## config.mk

```make
export PLATFORM = sky130hd
export DESIGN_NAME = pts_reorder_buffer
export DESIGN_NICKNAME = d
export VERILOG_FILES = /design/src/rtl/prb_pkg.sv /design/src/rtl/pts_reorder_buffer.sv /design/src/rtl/prb_cell.sv
export SDC_FILE = /design/constraint.sdc
export NUM_CORES = 2
export LEC_CHECK = 0
export ABC_AREA = 1
export BUFFER_PORTS_ARGS = -buffer_cell sky130_fd_sc_hd__buf_2
export CAP_MARGIN = 40
export CORE_ASPECT_RATIO = 1.1
export CORE_UTILIZATION = 30
export DETAILED_ROUTE_END_ITERATION = 16
export HOLD_SLACK_MARGIN = 0.02
export SLEW_MARGIN = 20
export SYNTH_ARGS = -nofsm -noshare
export SYNTH_HDL_FRONTEND = slang
export SYNTH_SLANG_ARGS = --single-unit
```

## constraint.sdc

```tcl
create_clock -name clk_i -period 4.9 [get_ports clk_i]
set_input_delay 0 -clock clk_i [delete_from_list [all_inputs] [get_ports clk_i]]
set_output_delay 0 -clock clk_i [all_outputs]
set_load 0.02 [all_outputs]
```

## src/rtl/prb_pkg.sv

```systemverilog
// Shared constants and control types for the presentation-order reorder buffer.
package prb_pkg;

  localparam int unsigned DepthDefault   = 16;
  localparam int unsigned TagBitsDefault = 8;
  localparam int unsigned TimeBits       = 33;

  typedef logic [TimeBits-1:0] time_t;

  // Per-cycle command broadcast to every cell of the chain.
  typedef struct packed {
    logic  ins;       // insert the request's frame this cycle
    logic  clr;       // list full: drop contents before the insert
    logic  drain;     // shift one entry toward the output
    time_t new_time;  // sort key of the frame being inserted
  } cell_ctl_t;

endpackage

```

## src/rtl/pts_reorder_buffer.sv

```systemverilog
// Top level: sorted insertion chain that reorders frames into presentation order.
//
//   channel | handshake                 | payload
//   in      | in_valid_i / in_stall_o   | frame_tag_i, pts_valid_i, pres_time_i,
//           |                           | dts_valid_i, decode_time_i
//   out     | out_valid_o / out_stall_i | out_tag_o, out_time_o, last_of_flush_o
//
// A frame is inserted into the chain in the cycle its request is taken; every cell
// compares its key against the new one in parallel. A flushing frame is followed
// by a drain of N results (N = entries held), one per cycle at the head cell while
// out_stall_i is low; in_stall_o stays high until the last one is taken. Reset
// empties the chain. While draining, out_stall_i freezes the chain and head's payload.
module pts_reorder_buffer import prb_pkg::*; #(
  parameter int unsigned DEPTH    = DepthDefault,
  parameter int unsigned TAG_BITS = TagBitsDefault
) (
  input  logic                clk_i,
  input  logic                rst_ni,
  input  logic                in_valid_i,
  output logic                in_stall_o,
  input  logic [TAG_BITS-1:0] frame_tag_i,
  input  logic                pts_valid_i,
  input  time_t               pres_time_i,
  input  logic                dts_valid_i,
  input  time_t               decode_time_i,
  output logic                out_valid_o,
  input  logic                out_stall_i,
  output logic [TAG_BITS-1:0] out_tag_o,
  output time_t               out_time_o,
  output logic                last_of_flush_o
);

  logic                drain_q, drain_d;
  logic                in_acc, out_acc, flush;
  cell_ctl_t           ctl;

  logic [DEPTH-1:0]    valid, gt;
  logic [TAG_BITS-1:0] tags  [DEPTH];
  time_t               times [DEPTH];

  assign in_stall_o = drain_q;
  assign in_acc     = in_valid_i && !drain_q;
  assign out_valid_o = drain_q && valid[0];
  assign out_acc    = out_valid_o && !out_stall_i;

  // missing pts: both stamps zero; missing dts: equal to pts
  assign flush = !pts_valid_i || !dts_valid_i || (pres_time_i == decode_time_i);

  always_comb begin
    ctl.ins      = in_acc;
    ctl.clr      = in_acc && valid[DEPTH-1];
    ctl.drain    = out_acc;
    ctl.new_time = pts_valid_i ? pres_time_i : '0;
  end

  for (genvar g = 0; g < DEPTH; g++) begin : g_cell
    logic                lv, lg, rv;
    logic [TAG_BITS-1:0] lt, rt;
    time_t               ltm, rtm;

    if (g == 0) begin : g_head
      assign lv  = 1'b1;
      assign lg  = 1'b0;
      assign lt  = frame_tag_i;
      assign ltm = ctl.new_time;
    end else begin : g_mid
      // a cleared neighbor counts as empty
      assign lv  = valid[g-1] & ~ctl.clr;
      assign lg  = gt[g-1];
      assign lt  = tags[g-1];
      assign ltm = times[g-1];
    end

    if (g == DEPTH-1) begin : g_tail
      assign rv  = 1'b0;
      assign rt  = tags[g];
      assign rtm = times[g];
    end else begin : g_body
      assign rv  = valid[g+1];
      assign rt  = tags[g+1];
      assign rtm = times[g+1];
    end

    prb_cell #(
      .TAG_BITS(TAG_BITS)
    ) u_cell (
      .clk_i        (clk_i),
      .rst_ni       (rst_ni),
      .ctl_i        (ctl),
      .new_tag_i    (frame_tag_i),
      .left_valid_i (lv),
      .left_gt_i    (lg),
      .left_tag_i   (lt),
      .left_time_i  (ltm),
      .right_valid_i(rv),
      .right_tag_i  (rt),
      .right_time_i (rtm),
      .valid_o      (valid[g]),
      .gt_o         (gt[g]),
      .tag_o        (tags[g]),
      .time_o       (times[g])
    );
  end

  always_comb begin
    drain_d = drain_q;
    if (in_acc && flush) begin
      drain_d = 1'b1;
    end else if (out_acc && !valid[1]) begin
      drain_d = 1'b0;
    end
  end

  always_ff @(posedge clk_i or negedge rst_ni) begin
    if (!rst_ni) begin
      drain_q <= 1'b0;
    end else begin
      drain_q <= drain_d;
    end
  end

  assign out_tag_o       = tags[0];
  assign out_time_o      = times[0];
  assign last_of_flush_o = !valid[1];

endmodule

```

## src/rtl/prb_cell.sv

```systemverilog
// One slot of the sorted chain: holds a frame and trades with its neighbors.
module prb_cell import prb_pkg::*; #(
  parameter int unsigned TAG_BITS = TagBitsDefault
) (
  input  logic                clk_i,
  input  logic                rst_ni,
  input  cell_ctl_t           ctl_i,
  input  logic [TAG_BITS-1:0] new_tag_i,
  input  logic                left_valid_i,
  input  logic                left_gt_i,
  input  logic [TAG_BITS-1:0] left_tag_i,
  input  time_t               left_time_i,
  input  logic                right_valid_i,
  input  logic [TAG_BITS-1:0] right_tag_i,
  input  time_t               right_time_i,
  output logic                valid_o,
  output logic                gt_o,
  output logic [TAG_BITS-1:0] tag_o,
  output time_t               time_o
);

  logic                valid_q, valid_d;
  logic [TAG_BITS-1:0] tag_q, tag_d;
  time_t               time_q, time_d;
  logic                eff_valid, take_new;

  assign eff_valid = valid_q & ~ctl_i.clr;
  assign gt_o      = eff_valid && (ctl_i.new_time < time_q);
  // first slot holding a larger key, or first empty slot when none is larger;
  // left_valid_i already reflects a clear of the list
  assign take_new  = (gt_o || !eff_valid) && left_valid_i && !left_gt_i;

  always_comb begin
    valid_d = valid_q;
    tag_d   = tag_q;
    time_d  = time_q;
    if (ctl_i.ins) begin
      valid_d = eff_valid;
      if (left_gt_i) begin
        valid_d = 1'b1;
        tag_d   = left_tag_i;
        time_d  = left_time_i;
      end else if (take_new) begin
        valid_d = 1'b1;
        tag_d   = new_tag_i;
        time_d  = ctl_i.new_time;
      end
    end else if (ctl_i.drain) begin
      valid_d = right_valid_i;
      tag_d   = right_tag_i;
      time_d  = right_time_i;
    end
  end

  always_ff @(posedge clk_i or negedge rst_ni) begin
    if (!rst_ni) begin
      valid_q <= 1'b0;
    end else begin
      valid_q <= valid_d;
    end
  end

  always_ff @(posedge clk_i) begin
    tag_q  <= tag_d;
    time_q <= time_d;
  end

  assign valid_o = valid_q;
  assign tag_o   = tag_q;
  assign time_o  = time_q;

endmodule
```

# Yosys cells after proc, flatten, opt, wreduce, memory -nomap -nowiden
# Cells that the tools add are included.
# word_totals
out_inout_bits,44
regBits,673
elab_cells,411
in_bits,80
# op_classes
mux,188
magnitude_cmp,16
eq_ne,16
bitwise_logic,17
reduce_logical,125
# ops
op,count
$mux 33,62
$lt 33x33->1,16
$mux 8,61
$mux 1,65
$logic_and 1x1->1,52
$ne 3x1->1 const B,14
$logic_not 1->1,36
$eq 33x33->1,1
$reduce_and 2->1,16
$logic_or 1x1->1,18
$and 1x1->1,16
$reduce_bool 2->1,3
$ne 2x1->1 const B,1
$not 1->1,1

# Logic depth before layout (Yosys ltp)
# logic_depth
ltp_word,12
ltp_mapped,23
mapped_depth_nobuf,19

# Hierarchy
# From an unflattened synthesis, not the netlist that was laid out.
# hier_totals
cells_unflattened,6605
area_unflattened_um2,49651.4
# by_module_without_submodules
module,cells_each,area_each_um2,instances,seq_area_each_um2
prb_cell,400,3044.2,16,1256.2
pts_reorder_buffer,205,944.7,1,25.0

# Least setup slack after synthesis
# Ideal clock, no wire load.
# synth_timing
kind,input -> register
from,in pts_valid_i
to,reg g_cell[0].u_cell.tag_q[0] (enable)
stages,15
arrival_ps,4986
path_slack_ps,-582
n_path_buf,3
required_time_ps,4404
setup_time_ps,496
path_cell_list,buf_4 -> clkbuf_1 -> nand2_1 -> clkbuf_1 -> inv_1 -> ha_1 -> a21oi_1 -> nor2_1 -> a211oi_1 -> nand2_1 -> nand2_1 -> nand2_1 -> nand2_1 -> a21oi_1 -> o21ai_0
# synth_via
elab_chain_len,6
# synth_rtl
element,line_no,source
start: declaration,pts_reorder_buffer.sv:22,"input logic pts_valid_i,"
$mux 33,pts_reorder_buffer.sv:53,ctl.new_time = pts_valid_i ? pres_time_i : '0;
$lt 33x33->1,prb_cell.sv:28,assign gt_o = eff_valid && (ctl_i.new_time < time_q);
$logic_and 1x1->1,prb_cell.sv:28,
$logic_or 1x1->1,prb_cell.sv:31,assign take_new = (gt_o || !eff_valid) && left_valid_i && !left_gt_i;
$ne 2x1->1 (no source line),-,
$reduce_and 2->1 (no source line),-,
end signal: assignment,prb_cell.sv:64,tag_q <= tag_d;
end: declaration,prb_cell.sv:23,"logic [TAG_BITS-1:0] tag_q, tag_d;"
# Every way passes these cells.
# A chain may end at the register's enable or synchronous reset.

# Worst setup path after layout
# layout_timing
from,reg g_cell[0].u_cell.time_q[8]
to,reg g_cell[0].u_cell.time_q[6] (enable)
# layout_via
elab_chain_len,5
# layout_rtl
element,line_no,source
start: declaration,prb_cell.sv:24,"time_t time_q, time_d;"
start signal: assignment,prb_cell.sv:65,time_q <= time_d;
$lt 33x33->1,prb_cell.sv:28,
$logic_and 1x1->1,prb_cell.sv:28,
$logic_or 1x1->1,prb_cell.sv:31,
$ne 2x1->1 (no source line),-,
$reduce_and 2->1 (no source line),-,
# Every way passes these cells.

==> metrics.txt <==
Area Overhead vs Synth=13.1%; Mapped Nets=6975; 1st-pass router iterations=8; chip width=387 um; period utilization=0.811; FF-to-FF setup slack=0.93 ns; cts-stage hold buffer count=34; Row Count=155; area leader, netlist=edfxtp_1; worst hold path class=in2reg; Post-Route WL=186 mm; Crit Path Max Fanout=33; top cells by area, synth=edfxtp_1 40%, nand2_1 17%, ha_1 12%; Initial Util=0.302; top-area cell type share of the netlist area=0.402; critical path required time=5.23 ns; core box area=162000 um^2; post-CTS setup buffer count=0; Reg clk slew, reported paths=0.06 ns; global routing's busiest layer=met2; Netlist Area Pre-Place=49000 um^2; Skew-Pair Late Insertion Delay=0.71 ns; min cycle time layout=3.97 ns; Final Hold Fails=0; via count=46372; fin cells=8651; clock tree sinks=673; RSZ-0062 raised after global routing=false; clock skew=0.0411 ns; CTS tree=done; pin count of the biggest net entering global routing=218; HPWL Detailed=129 mm; worst slew pin tran=1.36 ns; Final Cell Area=55400 um^2; max frequency=0.252 GHz; P_leak=26.8 nW; Via-to-Cell Ratio=5.36; Syn Area/Cell=7.60 um^2; DRC=0; outcome=complete, no violations; placed cell areas=52500 um^2; register area share after synthesis=0.411; Syn Inst Count=6444; pwr dens=659 nW/um^2; root buffer cell=clkbuf_16; type of origin of the critical path=flip-flop; GPL Wtd Cong=0.923; Fill cells=16974; Post-synth EDFFs=656; Worst Path Buf+Inv=2; die area=165000 um^2; Final Setup Violations=0; Layout Utilization=0.342; GR Util met2=0.352; GR Util met3=0.0373; Crit-path slowest cell=nor3_1; Storage cell area=20100 um^2; Final Max Tran Viols=0; M1 GR Usage=0.289; CP Capture Type=flip-flop; Die Y=426 um; CP peak stage delay=0.51 ns; Worst Path Arrival=4.31 ns; Cells after DPL=8466; WS Path Type=reg2reg; setup ws final=0.927 ns; DRT iter0 DRCs=5011; area of the multi-input gates=24800 um^2; Yosys warning total=0; GRT overflow=0; first-pass GRT wire length=278 mm; Placement Setup Slack=0.611 ns; ys flop type=edfxtp_1; CTS Buf Count=85; fin nets=7002; ys async rst share=0.0253; initial antenna violation count=6; Unique masters post-synth=43; Post-CTS Resized=0; Sum Neg Setup Slack=0 ns; vias in the first global route=44762; All-Layer GR Usage=0.220; # IOs=124; Antenna Nets Post-Route=0; Top delay family on crit path=simple AND/OR/NAND/NOR gates; maximum VDD drop=0.486 mV; MaxCap Viol Count=0; CP Cell Sequence=inv_1, ha_1, nand2_1, nor2_1, nand4_1, nor3_1, nor2_1, nand2_1, nand2_1, a21oi_1, o21ai_4, buf_4; Top cell by count, worst path=nand2_1; layout cells sized above 1=0.0721; register bit count reported by yosys=673; Slew HR=0.0905; clock buffer depth=3; Max H-tree Level=3; IO buf count=123; DR WL/cell=21.5 um
## sequential cells by signal, summed over array words and instances, names as in the netlist
name / flops
g_cell.u_cell.time_o: 528
in_stall_o: 1
g_cell.u_cell.tag_o: 128
g_cell.u_cell.valid_o: 16
## final cells by class
type / instances / share of cell area
clock inverters: 37 / 0.00513
diodes: 1 / 0.0000452
well taps: 2119 / 0.0478
multi-input cells: 4668 / 0.448
inverters: 714 / 0.0485
repair buffers: 329 / 0.0466
clock buffers: 110 / 0.0408
flip-flops and latches: 673 / 0.363
## cell families (layout without fill, tap and decap cells)
family / after synthesis / after routing / synth area share
fa+ha+maj: 451 / 451 / 0.115
compound gates: 690 / 690 / 0.0750
buf+inv: 1103 / 1190 / 0.0885
other cells: 0 / 1 / 0
xor+xnor: 34 / 34 / 0.00608
flops: 673 / 673 / 0.411
simple gates: 3493 / 3493 / 0.304
## worst paths after layout
check / start / to / cells past startpoint
worst min register to register: g_cell[6].u_cell.valid_o / g_cell[6].u_cell.valid_o / 2
max in group asynchronous: rst_ni / g_cell[11].u_cell.valid_o / 4
worst max-delay path: g_cell[0].u_cell.time_o[8] / g_cell[0].u_cell.time_o[6] / 12
min in group asynchronous: rst_ni / in_stall_o / 3
worst max register to register: g_cell[0].u_cell.time_o[8] / g_cell[0].u_cell.time_o[6] / 12
worst min-delay path: pres_time_i[18] / g_cell[0].u_cell.time_o[18] / 4
## power breakdown
part | internal, mW | switching, mW | total (mW)
Combinational | 5.27 | 13.0 | 18.2
Sequential | 10.5 | 1.69 | 12.2
Clock | 3.39 | 2.69 | 6.08
## metrics by stage
| stage | hold WS [ns] | total power [mW] |
|---|---|---|
| 2_1_floorplan | -0.296 | 23.4 |
| 3_3_place_gp | -0.0162 | 29.6 |
| 3_5_place_dp | -0.0144 | 30.0 |
| 4_1_cts | 0.0387 | 36.2 |
| 5_1_grt | 0.0896 | 38.9 |
| 6_report | 0.0972 | 36.5 |
## tightest hold or removal path, delay by kind of cell
| family | cells | cell delay (ns) |
|---|---|---|
| buffers and inverters | 2 | 0.41 |
| AOI/OAI and AO/OA | 1 | 0.17 |
| and+or+nand+nor | 1 | 0.09 |
## synth_stat cells, drive strengths merged (11+ instances only)
cell	instances
nand2	2240
inv	710
edfxtp	656
nand3	539
ha	451
nand4	377
o21ai	373
nor2	301
a21oi	233
clkbuf	213
buf	176
xor2	18
a211oi	17
dfrtp	17
o21a	17
nor4	16
xnor2	16
o211ai	14
o21bai	14
nor3	11
## cell usage in the layout, fill, tap and decap left out, drive strengths merged, types with 4 or more instances in the layout
master          n
a211oi         17
a21oi         233
a31oi           4
buf           295
clkbuf        110
clkinv         33
dfrtp          17
dlygate4sd3    34
edfxtp        656
ha            451
inv           712
nand2        2240
nand3         539
nand3b          5
nand4         377
nor2          301
nor3           11
nor4           16
o211ai         14
o21a           17
o21ai         373
o21bai         14
o221ai         10
xnor2          16
xor2           18
## per-layer routing
metal | share of wire | up-vias
met5 | 0 | -
met4 | 0.048 | 0
met2 | 0.45 | 2332
met3 | 0.090 | 421
met1 | 0.41 | 21948
li1 | - | 21671
Power figures use the tool's default switching activity.
